File: src/design/bbg_pkg.sv
// Shared types and constants for the battery bar-graph LED driver.
package bbg_pkg;

  localparam int PIX_W      = 5;
  localparam int CNT_W      = 6;
  localparam int VOLT_W     = 14;
  localparam int BRIGHT_W   = 8;
  localparam int ERPM_W     = 21;
  localparam int TURNOFF_W  = 20;
  localparam int TIME_W     = 32;
  localparam int CFG_IDX_W  = 3;
  localparam int CFG_DATA_W = 20;

  localparam int PROD_W     = VOLT_W + CNT_W;
  localparam int DIVIDEND_W = 21;
  localparam int DIVISOR_W  = VOLT_W;
  localparam int DIV_CNT_W  = 5;
  localparam int REM_W      = 7;
  localparam int GPROD_W    = REM_W + BRIGHT_W;
  localparam int RECIP_W    = 13;
  localparam int RECIP_SH   = 19;

  localparam logic [CFG_IDX_W-1:0] CFG_PIXEL_COUNT  = 3'd0;
  localparam logic [CFG_IDX_W-1:0] CFG_MIN_VOLTAGE  = 3'd1;
  localparam logic [CFG_IDX_W-1:0] CFG_MAX_VOLTAGE  = 3'd2;
  localparam logic [CFG_IDX_W-1:0] CFG_BRIGHTNESS   = 3'd3;
  localparam logic [CFG_IDX_W-1:0] CFG_TURNOFF_ERPM = 3'd4;
  localparam logic [CFG_IDX_W-1:0] CFG_REVERSED     = 3'd5;

  localparam logic [BRIGHT_W-1:0] PURPLE_LEVEL = 8'd153;
  localparam logic [6:0]          PERCENT      = 7'd100;
  // floor(x/100) == (x*5243)>>19 for every x < 2^15
  localparam logic [RECIP_W-1:0]  RECIP_100    = 13'd5243;

  typedef enum logic [1:0] {
    MODE_NONE   = 2'd0,
    MODE_HALF_A = 2'd1,
    MODE_HALF_B = 2'd2,
    MODE_FULL   = 2'd3
  } mode_t;

  typedef enum logic [1:0] {
    K_DARK    = 2'd0,
    K_PATTERN = 2'd1,
    K_RED     = 2'd2,
    K_GAUGE   = 2'd3
  } kind_t;

  typedef enum logic [2:0] {
    S_IDLE,
    S_MUL,
    S_DIV1_GO,
    S_DIV1,
    S_DIV2_GO,
    S_DIV2,
    S_SCALE,
    S_EMIT
  } state_t;

  typedef struct packed {
    logic                  done;
    logic [DIVIDEND_W-1:0] quotient;
    logic [DIVISOR_W-1:0]  remainder;
  } div_res_t;

endpackage

File: src/design/bbg_div.sv
// Restoring radix-2 divider, one quotient bit per cycle.
module bbg_div
  import bbg_pkg::*;
(
  input  logic                  clk,
  input  logic                  rst_n,
  input  logic                  start,
  input  logic [DIVIDEND_W-1:0] dividend,
  input  logic [DIVISOR_W-1:0]  divisor,
  output div_res_t              res
);

  logic                  busy_r, busy_nxt;
  logic                  done_r, done_nxt;
  logic [DIV_CNT_W-1:0]  cnt_r, cnt_nxt;
  logic [DIVIDEND_W-1:0] quo_r, quo_nxt;
  logic [DIVISOR_W-1:0]  rem_r, rem_nxt;
  logic [DIVISOR_W-1:0]  dvs_r, dvs_nxt;
  logic [DIVISOR_W:0]    trial;
  logic [DIVISOR_W:0]    diff;
  logic                  fits;

  assign trial = {rem_r, quo_r[DIVIDEND_W-1]};
  assign fits  = trial >= {1'b0, dvs_r};
  assign diff  = trial - {1'b0, dvs_r};

  always_comb begin
    busy_nxt = busy_r;
    done_nxt = 1'b0;
    cnt_nxt  = cnt_r;
    quo_nxt  = quo_r;
    rem_nxt  = rem_r;
    dvs_nxt  = dvs_r;
    if (start) begin
      busy_nxt = 1'b1;
      cnt_nxt  = DIV_CNT_W'(DIVIDEND_W);
      quo_nxt  = dividend;
      rem_nxt  = '0;
      dvs_nxt  = divisor;
    end else if (busy_r) begin
      quo_nxt = {quo_r[DIVIDEND_W-2:0], fits};
      rem_nxt = fits ? diff[DIVISOR_W-1:0] : trial[DIVISOR_W-1:0];
      cnt_nxt = cnt_r - 1'b1;
      if (cnt_r == DIV_CNT_W'(1)) begin
        busy_nxt = 1'b0;
        done_nxt = 1'b1;
      end
    end
  end

  always_ff @(posedge clk) begin
    if (!rst_n) begin
      busy_r <= 1'b0;
      done_r <= 1'b0;
      cnt_r  <= '0;
    end else begin
      busy_r <= busy_nxt;
      done_r <= done_nxt;
      cnt_r  <= cnt_nxt;
    end
    quo_r <= quo_nxt;
    rem_r <= rem_nxt;
    dvs_r <= dvs_nxt;
  end

  assign res.done      = done_r;
  assign res.quotient  = quo_r;
  assign res.remainder = rem_r;

endmodule

File: src/design/battery_bar_graph_led_driver.sv
// Battery bar-graph LED driver: config registers, sequencer and pixel output.
// Gauge updates make two passes through the shared divider before the pixel run;
// dark, pattern and all-red updates go straight to the pixel run.
// Throughput: one update transaction at a time; in_ready is high only when idle.
// Output is registered, so a pixel waits on out_ready without losing data.
// Synchronous active-low reset restores the config defaults and clears mode and hold time.
module battery_bar_graph_led_driver
  import bbg_pkg::*;
#(
  parameter int MAX_PIXELS = 32,
  parameter int HOLD_MS    = 2000
)
(
  input  logic                    clk,
  input  logic                    rst_n,
  input  logic                    cfg_valid,
  output logic                    cfg_ready,
  input  logic [CFG_IDX_W-1:0]    cfg_index,
  input  logic [CFG_DATA_W-1:0]   cfg_data,
  input  logic                    in_valid,
  output logic                    in_ready,
  input  logic [VOLT_W-1:0]       in_voltage_cv,
  input  logic [1:0]              in_switch_state,
  input  logic                    in_adc1_above_adc2,
  input  logic signed [ERPM_W-1:0] in_erpm,
  input  logic [TIME_W-1:0]       in_now_ms,
  output logic                    out_valid,
  input  logic                    out_ready,
  output logic [PIX_W-1:0]        out_pixel_index,
  output logic [BRIGHT_W-1:0]     out_red,
  output logic [BRIGHT_W-1:0]     out_green,
  output logic [BRIGHT_W-1:0]     out_blue,
  output logic                    out_last_pixel
);

  localparam int LIMIT = (MAX_PIXELS < 32) ? MAX_PIXELS : 32;

  logic [CNT_W-1:0]     pixel_count_r;
  logic [VOLT_W-1:0]    min_v_r;
  logic [VOLT_W-1:0]    max_v_r;
  logic [BRIGHT_W-1:0]  bright_r;
  logic [TURNOFF_W-1:0] turnoff_r;
  logic                 reversed_r;

  mode_t                last_mode_r, last_mode_nxt;
  logic [TIME_W-1:0]    last_change_r, last_change_nxt;

  state_t               state_r, state_nxt;
  kind_t                kind_r, kind_nxt;
  mode_t                mode_r, mode_nxt;
  logic [CNT_W-1:0]     n_r;
  logic [VOLT_W-1:0]    val_r;
  logic [VOLT_W-1:0]    rng_r;
  logic [PROD_W-1:0]    prod_r;
  logic [PROD_W-1:0]    whole_r;
  logic [DIVIDEND_W-1:0] scaled_r;
  logic [GPROD_W-1:0]   gprod_r;
  logic [BRIGHT_W-1:0]  g_r;
  logic [PIX_W-1:0]     p_r;

  logic                 out_valid_r;
  logic [PIX_W-1:0]     out_idx_r;
  logic [BRIGHT_W-1:0]  out_red_r, out_green_r, out_blue_r;
  logic                 out_last_r;

  logic                 acc, emit_fire, last_pos;
  logic                 div_start;
  logic [DIVIDEND_W-1:0] div_dividend;
  div_res_t             div_res;
  mode_t                mode_in;
  logic [CNT_W-1:0]     n_in;
  logic [ERPM_W-1:0]    mag;
  logic                 too_fast, held, no_range;
  logic [TIME_W-1:0]    elapsed;
  logic [CNT_W-1:0]     half;
  logic                 lit;
  logic [PIX_W-1:0]     phys;
  logic [BRIGHT_W-1:0]  pr, pg, pb;
  logic [GPROD_W+RECIP_W-1:0] gscale;

  assign cfg_ready = 1'b1;
  assign in_ready  = (state_r == S_IDLE);
  assign acc       = in_valid && in_ready;
  assign emit_fire = (state_r == S_EMIT) && (!out_valid_r || out_ready);
  assign last_pos  = ({1'b0, p_r} == n_r - 1'b1);

  always_comb begin
    unique case (in_switch_state)
      2'd1:    mode_in = in_adc1_above_adc2 ? MODE_HALF_A : MODE_HALF_B;
      2'd2:    mode_in = MODE_FULL;
      default: mode_in = MODE_NONE;
    endcase
  end

  assign n_in     = (pixel_count_r > CNT_W'(LIMIT)) ? CNT_W'(LIMIT) : pixel_count_r;
  assign mag      = in_erpm[ERPM_W-1] ? ERPM_W'(-in_erpm) : in_erpm;
  assign too_fast = mag > {1'b0, turnoff_r};
  assign elapsed  = in_now_ms - last_change_r;
  assign held     = elapsed < TIME_W'(HOLD_MS);
  assign no_range = (in_voltage_cv < min_v_r) || (max_v_r <= min_v_r);

  bbg_div u_div (
    .clk      (clk),
    .rst_n    (rst_n),
    .start    (div_start),
    .dividend (div_dividend),
    .divisor  (rng_r),
    .res      (div_res)
  );

  assign div_dividend = (state_r == S_DIV1_GO) ? DIVIDEND_W'(prod_r) : scaled_r;

  always_comb begin
    state_nxt       = state_r;
    kind_nxt        = kind_r;
    mode_nxt        = mode_r;
    last_mode_nxt   = last_mode_r;
    last_change_nxt = last_change_r;
    div_start       = 1'b0;
    unique case (state_r)
      S_IDLE: begin
        if (acc) begin
          if (too_fast) begin
            kind_nxt  = K_DARK;
            state_nxt = (n_in == '0) ? S_IDLE : S_EMIT;
          end else if (mode_in != last_mode_r) begin
            kind_nxt        = K_PATTERN;
            mode_nxt        = mode_in;
            last_mode_nxt   = mode_in;
            last_change_nxt = in_now_ms;
            state_nxt       = (n_in == '0) ? S_IDLE : S_EMIT;
          end else if (held) begin
            state_nxt = S_IDLE;
          end else if (no_range) begin
            kind_nxt  = K_RED;
            state_nxt = (n_in == '0) ? S_IDLE : S_EMIT;
          end else begin
            kind_nxt  = K_GAUGE;
            state_nxt = (n_in == '0) ? S_IDLE : S_MUL;
          end
        end
      end
      S_MUL:     state_nxt = S_DIV1_GO;
      S_DIV1_GO: begin
        div_start = 1'b1;
        state_nxt = S_DIV1;
      end
      S_DIV1:    if (div_res.done) state_nxt = S_DIV2_GO;
      S_DIV2_GO: begin
        div_start = 1'b1;
        state_nxt = S_DIV2;
      end
      S_DIV2:    if (div_res.done) state_nxt = S_SCALE;
      S_SCALE:   state_nxt = S_EMIT;
      S_EMIT:    if (emit_fire && last_pos) state_nxt = S_IDLE;
      default:   state_nxt = S_IDLE;
    endcase
  end

  always_ff @(posedge clk) begin
    if (!rst_n) begin
      state_r       <= S_IDLE;
      kind_r        <= K_DARK;
      mode_r        <= MODE_NONE;
      last_mode_r   <= MODE_NONE;
      last_change_r <= '0;
      pixel_count_r <= 6'd8;
      min_v_r       <= 14'd3000;
      max_v_r       <= 14'd4200;
      bright_r      <= 8'd255;
      turnoff_r     <= 20'd3000;
      reversed_r    <= 1'b0;
    end else begin
      state_r       <= state_nxt;
      kind_r        <= kind_nxt;
      mode_r        <= mode_nxt;
      last_mode_r   <= last_mode_nxt;
      last_change_r <= last_change_nxt;
      if (cfg_valid && cfg_ready) begin
        unique case (cfg_index)
          CFG_PIXEL_COUNT:  pixel_count_r <= cfg_data[CNT_W-1:0];
          CFG_MIN_VOLTAGE:  min_v_r       <= cfg_data[VOLT_W-1:0];
          CFG_MAX_VOLTAGE:  max_v_r       <= cfg_data[VOLT_W-1:0];
          CFG_BRIGHTNESS:   bright_r      <= cfg_data[BRIGHT_W-1:0];
          CFG_TURNOFF_ERPM: turnoff_r     <= cfg_data[TURNOFF_W-1:0];
          CFG_REVERSED:     reversed_r    <= cfg_data[0];
          default:          ;
        endcase
      end
    end
  end

  assign gscale = gprod_r * RECIP_100;

  // gauge datapath: q = value*n*100/range split as whole = a/range, rem = (a%range)*100/range
  always_ff @(posedge clk) begin
    if (acc) begin
      n_r   <= n_in;
      val_r <= in_voltage_cv - min_v_r;
      rng_r <= max_v_r - min_v_r;
    end
    if (state_r == S_MUL) prod_r <= val_r * n_r;
    if (state_r == S_DIV1 && div_res.done) begin
      whole_r  <= div_res.quotient[PROD_W-1:0];
      scaled_r <= DIVIDEND_W'(div_res.remainder) * DIVIDEND_W'(PERCENT);
    end
    if (state_r == S_DIV2 && div_res.done) begin
      gprod_r <= div_res.quotient[REM_W-1:0] * bright_r;
    end
    if (state_r == S_SCALE) g_r <= gscale[RECIP_SH +: BRIGHT_W];
    if (acc) begin
      p_r <= '0;
    end else if (emit_fire) begin
      p_r <= p_r + 1'b1;
    end
  end

  assign half = n_r >> 1;
  assign phys = reversed_r ? PIX_W'(n_r - 1'b1 - {1'b0, p_r}) : p_r;

  always_comb begin
    unique case (mode_r)
      MODE_HALF_A: lit = n_r[0] ? ({1'b0, p_r} > half) : ({1'b0, p_r} >= half);
      MODE_HALF_B: lit = ({1'b0, p_r} < half);
      default:     lit = 1'b1;
    endcase
  end

  always_comb begin
    pr = '0;
    pg = '0;
    pb = '0;
    unique case (kind_r)
      K_PATTERN: begin
        if (mode_r == MODE_FULL) begin
          pb = PURPLE_LEVEL;
        end else if (lit) begin
          pr = PURPLE_LEVEL;
          pb = PURPLE_LEVEL;
        end
      end
      K_RED: pr = bright_r;
      K_GAUGE: begin
        if (PROD_W'(p_r) < whole_r) begin
          pg = bright_r;
        end else if (PROD_W'(p_r) == whole_r) begin
          pr = bright_r - g_r;
          pg = g_r;
        end
      end
      default: ;
    endcase
  end

  always_ff @(posedge clk) begin
    if (!rst_n) begin
      out_valid_r <= 1'b0;
    end else if (emit_fire) begin
      out_valid_r <= 1'b1;
    end else if (out_ready) begin
      out_valid_r <= 1'b0;
    end
    if (emit_fire) begin
      out_idx_r   <= phys;
      out_red_r   <= pr;
      out_green_r <= pg;
      out_blue_r  <= pb;
      out_last_r  <= last_pos;
    end
  end

  assign out_valid       = out_valid_r;
  assign out_pixel_index = out_idx_r;
  assign out_red         = out_red_r;
  assign out_green       = out_green_r;
  assign out_blue        = out_blue_r;
  assign out_last_pixel  = out_last_r;

endmodule

File: config.mk
export PLATFORM = sky130hd
export DESIGN_NAME = battery_bar_graph_led_driver
export DESIGN_NICKNAME = d
export VERILOG_FILES = /design/src/design/bbg_pkg.sv /design/src/design/bbg_div.sv /design/src/design/battery_bar_graph_led_driver.sv
export SDC_FILE = /design/constraint.sdc
export NUM_CORES = 1
export LEC_CHECK = 0
export ABC_AREA = 1
export BUFFER_PORTS_ARGS = -buffer_cell sky130_fd_sc_hd__buf_2
export CAP_MARGIN = 20
export CORE_ASPECT_RATIO = 2
export CORE_MARGIN = 2
export CORE_UTILIZATION = 55
export DETAILED_ROUTE_END_ITERATION = 7
export PLACE_DENSITY_LB_ADDON = 0.1
export SYNTH_ARGS = -nofsm -noshare
export SYNTH_HDL_FRONTEND = slang
export SYNTH_SLANG_ARGS = --single-unit
File: constraint.sdc
create_clock -name clk -period 11 [get_ports clk]
set_input_delay 0.55 -clock clk [delete_from_list [all_inputs] [get_ports clk]]
set_output_delay 0.55 -clock clk [all_outputs]
set_load 0.005 [all_outputs]
==> summary.md <==
| Metric | Value |
|---|---|
| Status | `finished clean` |
| CTS clock-pin slew for the worst setup and hold paths | `0.07 ns` |
| Worst IR Drop VDD | `0.349 mV` |
| CP Capture Point | `g_r[5]` |
| Post-synth EDFFs | `174` |
| Sequential area share after synthesis | `0.294` |
| Critical R2R Launch | `gprod_r[12]` |
| Worst-Skew Late Latency | `0.60 ns` |
| Worst Hold Depth | `3` |
| DRC | `0` |
| Clock skew | `0.0386 ns` |
| Synth Area in XOR/XNOR | `0.0403` |
| Cells after Synth | `3276` |
| Initial antenna violation count | `2` |
| Via density | `5.40` |
| Die area | `50100 um2` |
| Num rows | `113` |
| Post-synthesis mux area share | `0` |
| Synth Area in Adders | `0.276` |
| Worst-margin pin slew | `1.10 ns` |
| CP required | `11.32 ns` |
| Largest family of logic cells by synthesized area | `adder cells` |
| Initial DRC count | `985` |
| Final antenna-violating net count | `0` |
| Initial core utilization | `0.557` |
| WS Path Type | `reg2reg` |
| Wire length of the first global-routing pass | `114 mm` |
| CP most frequent cell | `inv_1` |
| Crit-path cells | `inv_1, fa_1, inv_1, ha_1, inv_1, fa_1, inv_1, fa_1, fa_1, ha_1, nand2_1, inv_1, nand3_1, nor3_1, o2111ai_1, o2111ai_1, a21oi_1, xor2_1` |
| Clock buffer depth | `3` |
| Area Overhead vs Synth | `8.47%` |
| Crit path DAT | `5.28 ns` |
| Complex-gate fraction of the synthesized area | `0.107` |
| Worst Path Max Fanout | `6` |
| Slowest cell on the critical path | `fa_1` |
| Clock sinks | `303` |
| Buffers added on ports | `125` |
| Post_cts resized | `0` |
| Final hold vios | `0` |
| Synth area leaders | `edfxtp_1 (20%), ha_1 (16%), fa_1 (12%)` |
| Crit-path max cell delay | `0.55 ns` |
| Routability cong. | `1.02` |
| Number of global-route vias before repair | `22665` |
| CP Launch Type | `flip-flop` |
| CTS Buf Count | `29` |
| Die Ht | `315 um` |
| I/O pins | `131` |
| Total chip power | `8290 uW` |
| Min Tclk post-route | `4.95 ns` |
| Layout cells sized above 1 | `0.0748` |
| Most instantiated cells after synthesis | `inv_1 (677), nand2_1 (675), ha_1 (329)` |
| All-Layer GR Usage | `0.291` |
| Leakage power | `0.0148 uW` |
| GRT overflow | `0` |
| Synthesized flop and latch total | `303` |
| Area share of the leading cell type in the synthesized netlist | `0.197` |
| Most used DFF post-synth | `edfxtp_1` |
| Pin count of the biggest net entering global routing | `98` |
| DRT Pass-1 Iters | `5` |
| Fmax | `202 MHz` |
| Worst r2r dst | `g_r[5]` |
| Synthesis Warnings | `0` |
| CP bufs+invs | `5` |
| Crit share post-route | `0.450` |
| Mapped Avg Cell Area | `8.10 um2` |
| Hold Worst Slack | `0.236 ns` |
| Worst path depth | `18` |
| Crit path from | `gprod_r[12]` |
| CTS root buffer | `clkbuf_16` |
| Endpoints failing setup | `0` |
| Final setup TNS | `0 ns` |
| Reg2Reg Depth | `18` |
| Post-synth cell types | `57` |
| Final net count | `3961` |
| CTS tree | `yes` |
| Max Cap Violations | `0` |
| Die X | `159 um` |
| Post-DR wirelength/cell | `18.0 um` |
| Power per cell area | `288 nW/um2` |
| Post-synthesis cell area | `26500 um2` |
| Vias | `21743` |
| Final Max Tran Viols | `0` |
| Hold Path Class | `in2reg` |
| H-tree levels | `1` |
| Setup slack, reg-to-reg | `6.05 ns` |
| ANT cells | `0` |
| Postcts setup bufs | `0` |
| Worst Setup End Kind | `flip-flop` |
| Post-DP HPWL | `60.8 mm` |
| Simple-gate area share of the yosys netlist | `0.171` |
| Ys async rst share | `0` |
| Hold buffer count at CTS | `0` |
| Routed wire length | `72.7 mm` |
| Core ar. | `47600 um2` |
| CP delay by family, top | `adder cells` |
| Area leader, netlist | `edfxtp_1` |
| RSZ-0062 raised after global routing | `no` |
| Most numerous cell in the Yosys netlist | `inv_1` |
| Slew HR | `0.262` |
[state kept, by name, summed over array words and instances (netlist names), 14 cells and up]
register / count
last_change_r: 32
u_div.dvs_r: 14
whole_r: 20
prod_r: 20
val_r: 14
rng_r: 14
u_div.rem_r: 14
min_v_r: 14
scaled_r: 19
max_v_r: 14
u_div.quo_r: 21
gprod_r: 15
turnoff_r: 20
[cells by family after synthesis]
kind of cell               count (synthesis)
adders and majority gates                489
buffers and inverters                    768
xor gates and xnor gates                 122
AOI/OAI and AO/OA                        516
other                                      2
DFF                                      303
and+or+nand+nor                         1076
[metal layers]
layer / up-vias / GRT usage / routed length (um) / share of wire
met2: 549 / 0.598 / 41000 / 0.56
met4: 0 / 0.198 / 5750 / 0.079
met1: 10322 / 0.257 / 23300 / 0.32
li1: 10661 / - / - / -
met3: 211 / 0.0320 / 2680 / 0.037
met5: - / 0 / 0 / 0
[worst min-delay path by stage]
stage	from	to	slack, ns
after global routing	in_now_ms[10]	last_change_r[10]	0.23
after global placement	rng_r[2]	u_div.dvs_r[2]	0.43
after CTS	in_now_ms[14]	last_change_r[14]	0.21
after detailed placement	rng_r[2]	u_div.dvs_r[2]	0.43
final	in_now_ms[14]	last_change_r[14]	0.24
after floorplan	rng_r[0]	u_div.dvs_r[0]	0.40
[placed cells by master, fill, tap and decap left out, types with 4 or more instances in the layout]
cell,instances
inv_1,677
nand2_1,675
ha_1,329
a21oi_1,268
edfxtp_1,174
nor2_1,172
fa_1,160
dfxtp_1,129
buf_2,126
o21ai_0,108
nand3_1,88
xor2_1,86
o21ai_1,37
xnor2_1,36
nor3_1,34
clkbuf_16,29
nand4_1,26
o211ai_1,22
inv_2,16
nand2_2,16
nor2_2,14
nand3b_1,14
o22ai_1,13
o31ai_1,12
o21bai_1,10
buf_4,10
a31oi_1,9
a21o_1,8
nor4_1,7
bufinv_16,7
o21a_1,6
nor3_2,5
and2_1,5
nor2_4,5
conb_1,5
clkinv_1,4
or2_2,4
a32o_1,4
clkinvlp_4,4
clkbuf_1,4
[cell type report]
cell class              count  area (um2)
fillers                  4376       18900
multi-input cells        2208       15800
flip-flops and latches    303        7810
inverters                 695        2610
well taps                 632         791
clock buffers              33         741
repair buffers            137         726
clock inverters            21         318
[per-stage QoR]
step / utilization / std cells / area (um2) / setup WS, ns
6_report: 0.604 / 4029 / 28800 / 6.05
5_1_grt: 0.604 / 4029 / 28800 / 5.77
4_1_cts: 0.604 / 4027 / 28800 / 6.06
3_5_place_dp: 0.582 / 3973 / 27700 / 6.06
3_3_place_gp: 0.582 / 3973 / 27700 / 6.22
2_1_floorplan: - / 3279 / 26600 / 6.51
[worst reg2reg max path: cells and delay by family, from the launching register on]
kind            cells  cell delay [ns]
xor+xnor            1             0.17
compound gates      3             0.58
fa+ha+maj           6             2.61
flops               1             0.54
buf+inv             5             0.37
simple gates        3             0.44
[power breakdown]
part           internal, uW  total, uW  switching [uW]  leakage [uW]
sequential             1790       1980             197       0.00266
combinational          2050       5180            3130        0.0116
clock                   655       1120             470      0.000499
total                  4490       8290            3790        0.0148
(Power assumes the default switching activity.)
